**config.mk**
```make
export PLATFORM = sky130hd
export DESIGN_NAME = fbaob_blend
export DESIGN_NICKNAME = d
export VERILOG_FILES = /design/src/design/fbaob_pkg.sv /design/src/design/fbaob_blend.sv
export VERILOG_INCLUDE_DIRS = /design/src /design/src/design
export SDC_FILE = /design/constraint.sdc
export NUM_CORES = 2
export LEC_CHECK = 0
export BUFFER_PORTS_ARGS = -buffer_cell sky130_fd_sc_hd__buf_4
export CORE_UTILIZATION = 66
export DETAILED_ROUTE_END_ITERATION = 8
export PLACE_DENSITY = 0.88
export SETUP_SLACK_MARGIN = 0.2
export SLEW_MARGIN = 10
export SYNTH_ARGS = -nofsm -noshare
export SYNTH_HDL_FRONTEND = slang
export SYNTH_SLANG_ARGS = --single-unit
```
**constraint.sdc**
```tcl
create_clock -name clock -period 6.9 [get_ports clock]
set_input_delay 0.69 -clock clock [delete_from_list [all_inputs] [get_ports clock]]
set_output_delay 0.69 -clock clock [all_outputs]
set_load 0.01 [all_outputs]
```
**src/design/framebuffer_alpha_over_blend_macros.svh**
```systemverilog
// Assertion macros shared by the framebuffer blend design.
`ifndef FRAMEBUFFER_ALPHA_OVER_BLEND_MACROS_SVH
`define FRAMEBUFFER_ALPHA_OVER_BLEND_MACROS_SVH
`ifndef SYNTHESIS
`define FBAOB_ASSERT(label, clk, rst, prop, msg) \
   label: assert property (@(posedge clk) disable iff (rst) prop) else $error(msg);
`define FBAOB_ASSERT_NEXT(label, clk, rst, ante, cons, msg) \
   label: assert property (@(posedge clk) disable iff (rst) (ante) |=> (cons)) else $error(msg);
`else
`define FBAOB_ASSERT(label, clk, rst, prop, msg)
`define FBAOB_ASSERT_NEXT(label, clk, rst, ante, cons, msg)
`endif
`endif

```
**src/design/fbaob_pkg.sv**
```systemverilog
// Shared types, constants and codes of the framebuffer blend design.
package fbaob_pkg;

   localparam int MAX_WIDTH_DEF  = 128;
   localparam int MAX_HEIGHT_DEF = 128;
   localparam int STORE_DEPTH_DEF = MAX_WIDTH_DEF * MAX_HEIGHT_DEF;

   localparam int CHAN_W     = 8;
   localparam int PIXEL_W    = 4 * CHAN_W;
   localparam int COORD_W    = 7;
   localparam int LIN_W      = 15;
   localparam int WT_W       = 16;
   localparam int DEN_W      = 17;
   localparam int NUM_W      = 25;
   localparam int NUM_CHAN   = 3;
   localparam int DIV_BITS   = 2;
   localparam int DIV_STEPS  = CHAN_W / DIV_BITS;
   localparam int DIV_CNT_W  = $clog2(DIV_STEPS);
   localparam int REQ_DATA_W = 48;
   localparam int CSR_DATA_W = 8;

   localparam logic [1:0] OP_BLEND = 2'd0;
   localparam logic [1:0] OP_READ  = 2'd1;
   localparam logic [1:0] OP_WRITE = 2'd2;

   localparam logic CSR_FRAME_WIDTH  = 1'b0;
   localparam logic CSR_FRAME_HEIGHT = 1'b1;

   typedef struct packed {
      logic [CHAN_W-1:0] alpha;
      logic [CHAN_W-1:0] blue;
      logic [CHAN_W-1:0] green;
      logic [CHAN_W-1:0] red;
   } pixel_type;

   typedef struct packed {
      logic [1:0]         pad;
      pixel_type          color;
      logic [COORD_W-1:0] y_coord;
      logic [COORD_W-1:0] x_coord;
   } req_data_type;

   typedef struct packed {
      logic busy;
      logic done;
   } blend_status_type;

   typedef enum logic [1:0] {
      ST_IDLE,
      ST_READ,
      ST_BLEND,
      ST_FINISH
   } top_state_type;

   typedef enum logic [1:0] {
      B_IDLE,
      B_PROD,
      B_DIV,
      B_DONE
   } blend_state_type;

endpackage

```
**src/design/fbaob_blend.sv**
```systemverilog
// Source-over blend unit: weight stage, numerator stage and a radix-4 divider.
`include "framebuffer_alpha_over_blend_macros.svh"

module fbaob_blend (
   input  logic                        clock,
   input  logic                        reset,
   input  logic                        start,
   input  fbaob_pkg::pixel_type        src,
   input  fbaob_pkg::pixel_type        dst,
   output fbaob_pkg::pixel_type        result,
   output fbaob_pkg::blend_status_type status
);

   fbaob_pkg::blend_state_type state_ff, state_in;
   logic [fbaob_pkg::DIV_CNT_W-1:0] cnt_ff, cnt_in;
   logic load_weights, load_div, div_step;

   logic [fbaob_pkg::WT_W-1:0]   ws_ff, wd_ff;
   logic [fbaob_pkg::CHAN_W-1:0] src_ch_ff [fbaob_pkg::NUM_CHAN];
   logic [fbaob_pkg::CHAN_W-1:0] dst_ch_ff [fbaob_pkg::NUM_CHAN];
   logic [fbaob_pkg::DEN_W-1:0]  den_ff;
   logic                         den_zero_ff;
   logic [fbaob_pkg::CHAN_W-1:0] alpha_ff;
   logic [fbaob_pkg::DEN_W-1:0]  rem_ff [fbaob_pkg::NUM_CHAN];
   logic [fbaob_pkg::CHAN_W-1:0] qn_ff  [fbaob_pkg::NUM_CHAN];

   logic [fbaob_pkg::DEN_W-1:0]  den_sum;
   logic [fbaob_pkg::DEN_W-1:0]  alpha_tmp;
   logic [fbaob_pkg::NUM_W-1:0]  num [fbaob_pkg::NUM_CHAN];
   logic [fbaob_pkg::DEN_W-1:0]  rem_nx [fbaob_pkg::NUM_CHAN];
   logic [fbaob_pkg::CHAN_W-1:0] qn_nx  [fbaob_pkg::NUM_CHAN];

   always_comb begin
      state_in = state_ff;
      case (state_ff)
         fbaob_pkg::B_IDLE: begin
            if (start) begin
               state_in = fbaob_pkg::B_PROD;
            end
         end
         fbaob_pkg::B_PROD: state_in = fbaob_pkg::B_DIV;
         fbaob_pkg::B_DIV: begin
            if (cnt_ff == fbaob_pkg::DIV_CNT_W'(fbaob_pkg::DIV_STEPS - 1)) begin
               state_in = fbaob_pkg::B_DONE;
            end
         end
         fbaob_pkg::B_DONE: state_in = fbaob_pkg::B_IDLE;
         default: state_in = fbaob_pkg::B_IDLE;
      endcase
   end

   always_comb begin
      load_weights = 1'b0;
      load_div     = 1'b0;
      div_step     = 1'b0;
      cnt_in       = cnt_ff;
      status.busy  = 1'b1;
      status.done  = 1'b0;
      case (state_ff)
         fbaob_pkg::B_IDLE: begin
            load_weights = start;
            status.busy  = 1'b0;
         end
         fbaob_pkg::B_PROD: begin
            load_div = 1'b1;
            cnt_in   = '0;
         end
         fbaob_pkg::B_DIV: begin
            div_step = 1'b1;
            cnt_in   = cnt_ff + 1'b1;
         end
         fbaob_pkg::B_DONE: status.done = 1'b1;
         default: status.busy = 1'b0;
      endcase
   end

   always_comb begin
      den_sum   = fbaob_pkg::DEN_W'(ws_ff) + fbaob_pkg::DEN_W'(wd_ff);
      // Exact division by 255 for values up to 255 * 255.
      alpha_tmp = den_sum + 1'b1 + (den_sum >> 8);
      for (int c = 0; c < fbaob_pkg::NUM_CHAN; c++) begin
         num[c] = fbaob_pkg::NUM_W'(src_ch_ff[c]) * fbaob_pkg::NUM_W'(ws_ff)
                + fbaob_pkg::NUM_W'(dst_ch_ff[c]) * fbaob_pkg::NUM_W'(wd_ff);
      end
   end

   always_comb begin
      logic [fbaob_pkg::DEN_W-1:0]  rem;
      logic [fbaob_pkg::CHAN_W-1:0] qn;
      logic [fbaob_pkg::DEN_W:0]    trial;
      for (int c = 0; c < fbaob_pkg::NUM_CHAN; c++) begin
         rem = rem_ff[c];
         qn  = qn_ff[c];
         for (int k = 0; k < fbaob_pkg::DIV_BITS; k++) begin
            trial = {rem, qn[fbaob_pkg::CHAN_W-1]};
            qn    = {qn[fbaob_pkg::CHAN_W-2:0], 1'b0};
            if (trial >= {1'b0, den_ff}) begin
               rem   = fbaob_pkg::DEN_W'(trial - {1'b0, den_ff});
               qn[0] = 1'b1;
            end else begin
               rem = trial[fbaob_pkg::DEN_W-1:0];
            end
         end
         rem_nx[c] = rem;
         qn_nx[c]  = qn;
      end
   end

   always_ff @(posedge clock) begin
      if (reset) begin
         state_ff <= fbaob_pkg::B_IDLE;
         cnt_ff   <= '0;
      end else begin
         state_ff <= state_in;
         cnt_ff   <= cnt_in;
      end
   end

   always_ff @(posedge clock) begin
      if (load_weights) begin
         ws_ff <= fbaob_pkg::WT_W'(src.alpha) * fbaob_pkg::WT_W'(8'd255);
         wd_ff <= fbaob_pkg::WT_W'(dst.alpha) * fbaob_pkg::WT_W'(8'd255 - src.alpha);
         src_ch_ff[0] <= src.red;
         src_ch_ff[1] <= src.green;
         src_ch_ff[2] <= src.blue;
         dst_ch_ff[0] <= dst.red;
         dst_ch_ff[1] <= dst.green;
         dst_ch_ff[2] <= dst.blue;
      end
      if (load_div) begin
         den_ff      <= den_sum;
         den_zero_ff <= (den_sum == '0);
         alpha_ff    <= alpha_tmp[15:8];
         for (int c = 0; c < fbaob_pkg::NUM_CHAN; c++) begin
            rem_ff[c] <= num[c][fbaob_pkg::NUM_W-1:fbaob_pkg::CHAN_W];
            qn_ff[c]  <= num[c][fbaob_pkg::CHAN_W-1:0];
         end
      end else if (div_step) begin
         for (int c = 0; c < fbaob_pkg::NUM_CHAN; c++) begin
            rem_ff[c] <= rem_nx[c];
            qn_ff[c]  <= qn_nx[c];
         end
      end
   end

   always_comb begin
      if (den_zero_ff) begin
         result = '0;
      end else begin
         result.alpha = alpha_ff;
         result.blue  = qn_ff[2];
         result.green = qn_ff[1];
         result.red   = qn_ff[0];
      end
   end

   `FBAOB_ASSERT_NEXT(a_div_ends, clock, reset, (state_ff == fbaob_pkg::B_DIV && cnt_ff == fbaob_pkg::DIV_CNT_W'(fbaob_pkg::DIV_STEPS - 1)), (state_ff == fbaob_pkg::B_DONE), "Divider did not finish after its last step.")
   `FBAOB_ASSERT(a_start_when_idle, clock, reset, start |-> (state_ff == fbaob_pkg::B_IDLE), "Blend unit started while busy.")
   `FBAOB_ASSERT_NEXT(a_done_single, clock, reset, status.done, !status.done, "Done flag held for more than one cycle.")

endmodule

```
== After elaboration in Yosys (flattened, before gate mapping) ==
Memories as Yosys holds them, arrays and structs flattened.
Index checks and enable logic that the tools add are counted.
Widths: inputs -> output; s select.

* ROM bits: 0
* Bits of input ports: 67
* Flip-flop bits (word level): 62
* Latch bits: 0
* Memory bits (writable): 123
* Memories kept: 4
* Output and inout port bits: 34

* Mux-type cells: 35
* Reductions and logical operators: 4
* Shifts and indexed selects: 0
* Add/sub/neg operators: 14
* Divide/modulo/power cells: 0
* Bitwise logic cells: 6
* Eq/ne operators: 6
* $lt $le $gt $ge: 6
* Multiply operators: 8

{| class="wikitable"
|+ Memories
! name !! words !! bits a word !! read ports !! clocked after memory_dff !! write ports !! RTL line !! RTL
|-
| rem_ff || 3 || 17 || 3 || 0 || 3 || fbaob_blend.sv:24 || <nowiki>logic [fbaob_pkg::DEN_W-1:0] rem_ff [fbaob_pkg::NUM_CHAN];</nowiki>
|-
| dst_ch_ff || 3 || 8 || 3 || 0 || 3 || fbaob_blend.sv:20 || <nowiki>logic [fbaob_pkg::CHAN_W-1:0] dst_ch_ff [fbaob_pkg::NUM_CHAN];</nowiki>
|-
| qn_ff || 3 || 8 || 3 || 0 || 3 || fbaob_blend.sv:25 || <nowiki>logic [fbaob_pkg::CHAN_W-1:0] qn_ff [fbaob_pkg::NUM_CHAN];</nowiki>
|-
| src_ch_ff || 3 || 8 || 3 || 0 || 3 || fbaob_blend.sv:19 || <nowiki>logic [fbaob_pkg::CHAN_W-1:0] src_ch_ff [fbaob_pkg::NUM_CHAN];</nowiki>
|}

{| class="wikitable"
|+ Operator list
! operator !! count
|-
| $mux 17 || 9
|-
| $mul 8x16->24 || 6
|-
| $ge 18x17->1 || 6
|-
| $sub 17x17->17 || 6
|-
| $add 24x24->25 || 3
|-
| $mux 32 || 1
|-
| $mux 8 || 3
|-
| $mux 1 || 18
|-
| $add 16x16->17 || 1
|-
| $logic_not 17->1 || 1
|-
| $add 16x1->16 const B || 1
|-
| $add 16x9->16 || 1
|-
| $mul 8x8->16 const B || 1
|-
| $mul 9x9->16 || 1
|-
| $sub 8x8->9 const A || 1
|-
| $pmux 2 s4 || 1
|-
| $eq 2x2->1 const B || 3
|-
| $or 1x1->1 || 6
|-
| $mux 2 || 2
|-
| $ne 2x2->1 const B || 2
|-
| $pmux 2 s2 || 1
|-
| $add 2x1->2 const B || 1
|-
| $eq 2x1->1 const B || 1
|-
| $logic_not 2->1 || 1
|-
| 2 further kinds || 2
|}

== Longest topological paths before layout ==
* Word-level depth: 6
* Gate-level depth with buffers: 24

== Worst setup path before layout ==
No wires, ideal clock.

* Path type: reg-to-reg
* Start: register ws_ff[6] in the netlist's numbering
* End: memory rem_ff[0][15] in the netlist's numbering (data pin)
* Slack: 0.630 ns
* Library setup time: 0.260 ns
* Period minus slack after synthesis: 6.270 ns
* Data required time: 6.640 ns
* Data arrival time: 6.010 ns
* Cell stages (with the launch flop): 23
* Cells stage by stage: edfxtp_1 clkbuf_1 and2_1 fa_1 inv_1 fa_1 fa_1 inv_1 fa_1 fa_1 inv_1 fa_1 inv_1 ha_1 o21ai_0 o31ai_1 o21ai_0 o311ai_0 nor4_1 o31a_1 o21ai_0 xor2_1 mux2_2

{| class="wikitable"
|+ RTL lines
! what !! RTL line !! RTL
|-
| start: declaration || fbaob_blend.sv:18 || <nowiki>logic [fbaob_pkg::WT_W-1:0] ws_ff, wd_ff;</nowiki>
|-
| start signal: assignment || fbaob_blend.sv:121 || <nowiki>ws_ff <= fbaob_pkg::WT_W'(src.alpha) * fbaob_pkg::WT_W'(8'd255);</nowiki>
|-
| end: declaration || fbaob_blend.sv:24 ||
|}

==> impl_metrics.env <==
export IMPL_drtPass1Iterations=6
export IMPL_layout_commonest_cell="inv_1"
export IMPL_crit_path_end_kind="register"
export IMPL_chipHeight_um=251.6
export IMPL_cp_num_buf_inv=7
export IMPL_start_util_pct=66.73
export IMPL_cp_required_ns=7.17
export IMPL_start_kind="register"
export IMPL_critPathKind="reg2reg"
export IMPL_min_period_ns=6.574
export IMPL_synth_edff_count=181
export IMPL_first_global_vias=33590
export IMPL_place_congestion=1.027
export IMPL_drt_iter0_markers=3217
export IMPL_wl_per_cell_um=20.93
export IMPL_cp_max_fo=5
export IMPL_antenna_found_initial=1
export IMPL_clock_path_buffers=2
export IMPL_grt_usage_pct=36.97
export IMPL_path_cells="buf_4, buf_4, and2_1, fa_1, inv_1, fa_1, fa_1, inv_1, fa_1, fa_1, inv_1, fa_1, inv_1, ha_1, o21a_1, a311o_1, a41oi_1, buf_4, nand2b_1, a21oi_1, o21bai_1, xnor2_2, mux2i_1"
export IMPL_report_final_slew_viol_count=0
export IMPL_cpMostUsedCell="fa_1"
export IMPL_async_flop_share_pct=0
export IMPL_seq_area_frac_synth_pct=13.42
export IMPL_drive_gt1_share_pct=8.949
export IMPL_fill_cells=4240
export IMPL_nets=5795
export IMPL_root_buffer="clkbuf_16"
export IMPL_routed_wl_um=114100
export IMPL_cts_tree="built"
export IMPL_grt_pass1_wl_um=179100
export IMPL_rows=91
export IMPL_cts_sinks=185
export IMPL_worst_pin_slew_ns=0.9022
export IMPL_hold_path_class="in2reg"
export IMPL_synth_warnings=0
export IMPL_finalCritPeriodShare_pct=95.27
export IMPL_synthFlopType="edfxtp_1"
export IMPL_grt_max_degree=56
export IMPL_syn_num_nets=5620
export IMPL_crit_arrival_ns=6.84
export IMPL_cp_top_family="adder cells"
export IMPL_crit_path_top_delay_cell="fa_1"
export IMPL_vias_per_cell=5.969
export IMPL_dieArea_um2=63280
export IMPL_die_x_um=251.6
export IMPL_clk_latency_ns=0.55
export IMPL_cts_inserted_buffers=17
export IMPL_syn_to_final_growth_pct=8.773
export IMPL_avgSynthCellArea_um2=9.284
export IMPL_synth_cell_type_count=75
export IMPL_fin_worst_skew_ns=0.02526
export IMPL_dp_final_hpwl_um=88870
export IMPL_critPathMaxStageDelay_ns=0.53
export IMPL_slew_headroom_pct=39.66
export IMPL_antennaDiodeCount=0
export IMPL_hold_ws_ns=0.3096
export IMPL_drc_errors=0
export IMPL_htreeDepth=4
export IMPL_ant_nets=0
export IMPL_max_freq_ghz=0.1521
export IMPL_clkTransAtPathRegs_ns=0.11
export IMPL_synthCells=4427
export IMPL_final_cell_mix="inv_1 (854), fa_1 (701), nand2_1 (547), ha_1 (423), and2_1 (351)"
export IMPL_setup_viol=0
export IMPL_syn_cell_area_um2=41100
export IMPL_rsz0062_at_grt="true"
export IMPL_reg2reg_slack_ns=0.33
export IMPL_ys_ff_latch=185
export IMPL_status="finished, final reports clean"
export IMPL_portBuffers=100
export IMPL_cap_violations=0
export IMPL_overflow=0
export IMPL_io_pins=101
export IMPL_hold_viol_final=0
export IMPL_coreArea_um2=61600
export IMPL_num_vias=32550
[final cells by class]
class	count	area, µm²	share of cell area, %
multi-input combinational	3244	31930	71.41
inverter	855	3209	7.178
tap	837	1047	2.342
sequential	185	5515	12.34
timing repair buffer	299	2392	5.351
clock inverter	15	191.4	0.4282
clock buffer	17	425.4	0.9515
[cells by family after synthesis]
family,count (synthesis),synth area share [%]
AND/OR/NAND/NOR,1356,16.28
adder cells (fa/ha/maj),1126,47.08
buffers and inverters,998,9.193
AO/OA/AOI/OAI,496,7.939
flip-flops,185,13.42
XOR/XNOR,169,3.601
multiplexers,97,2.487
[path summary, 6_finish.rpt]
path | from | endpoint | depth (start not counted)
setup / recovery | ws_ff[5]$_DFFE_PP_ | rem_ff[0][43]$_DFFE_PP_ | 23
hold / removal | src[12] | src_ch_ff[0][12]$_DFFE_PP_ | 1
setup reg to reg | ws_ff[5]$_DFFE_PP_ | rem_ff[0][43]$_DFFE_PP_ | 23
hold reg to reg | cnt_ff[1]$_SDFFE_PP0P_ | cnt_ff[1]$_SDFFE_PP0P_ | 2
[metal layers]
layer / routed length (µm) / vias up / global-route usage, %
li1: - / 14330 / -
met1: 42170 / 15810 / 47.19
met2: 51900 / 1966 / 58.26
met3: 13530 / 438 / 9.791
met4: 6502 / 2 / 18.76
met5: 8 / - / 0
[worst reg2reg max path: stages, from the launching register on]
cell and delay [ns]:
edfxtp_1 0.51, buf_4 0.22, buf_4 0.15, and2_1 0.15
fa_1 0.53, inv_1 0.05, fa_1 0.48, fa_1 0.52
inv_1 0.06, fa_1 0.49, fa_1 0.53, inv_1 0.06
fa_1 0.48, inv_1 0.04, ha_1 0.32, o21a_1 0.15
a311o_1 0.31, a41oi_1 0.27, buf_4 0.16, nand2b_1 0.06
a21oi_1 0.28, o21bai_1 0.16, xnor2_2 0.22, mux2i_1 0.10
[through the flow]
step	setup TNS (ns)	util (%)	area (µm²)	instances	worst slack [ns]
floorplan	0	-	41100	4427	0.6299
global placement	0	70.15	43210	5326	0.06985
detailed placement	-0.03559	70.15	43210	5326	-0.03559
CTS	0	71.48	44030	5383	0.1818
global route	0	72.58	44710	5452	0.1215
finish	0	72.58	44710	5452	0.3264
[synthesized netlist by cell type (23+ instances only)]
| master | number | share of area, % |
|---|---|---|
| mux2_2 | 41 | 1.1 |
| nor2b_1 | 84 | 1.3 |
| a21o_1 | 48 | 0.88 |
| o21bai_1 | 23 | 0.42 |
| ha_1 | 425 | 13 |
| inv_1 | 854 | 7.8 |
| nand2b_1 | 46 | 0.70 |
| nor2_1 | 144 | 1.3 |
| mux2i_1 | 56 | 1.4 |
| xnor2_1 | 115 | 2.5 |
| o21ai_0 | 86 | 1.0 |
| nor3_1 | 46 | 0.56 |
| nand2_1 | 547 | 5.0 |
| o21a_1 | 24 | 0.44 |
| clkbuf_1 | 134 | 1.2 |
| a31oi_1 | 24 | 0.37 |
| nand3_1 | 45 | 0.55 |
| xor2_1 | 54 | 1.2 |
| edfxtp_1 | 181 | 13 |
| fa_1 | 701 | 34 |
| and2_1 | 352 | 5.4 |
| a21oi_1 | 153 | 1.9 |
[registers in the layout (all words and copies together), names as in the netlist]
name and count:
den_ff 17, src_ch_ff 24, state_ff 2, ws_ff 16
alpha_ff 8, cnt_ff 2, den_zero_ff 1, dst_ch_ff 24
rem_ff 51, wd_ff 16, qn_ff 24
[what timing repair did]
item,4_1_cts,5_1_grt
buffers inserted,25,69
gates resized for setup,1,19
hold buffers,0,0
gates cloned,0,0
pin swaps,0,2
endpoints found under the setup margin,7,16
Power is not shown: default switching activity piles up to over one toggle a cycle in this logic, so the estimate is an artifact.
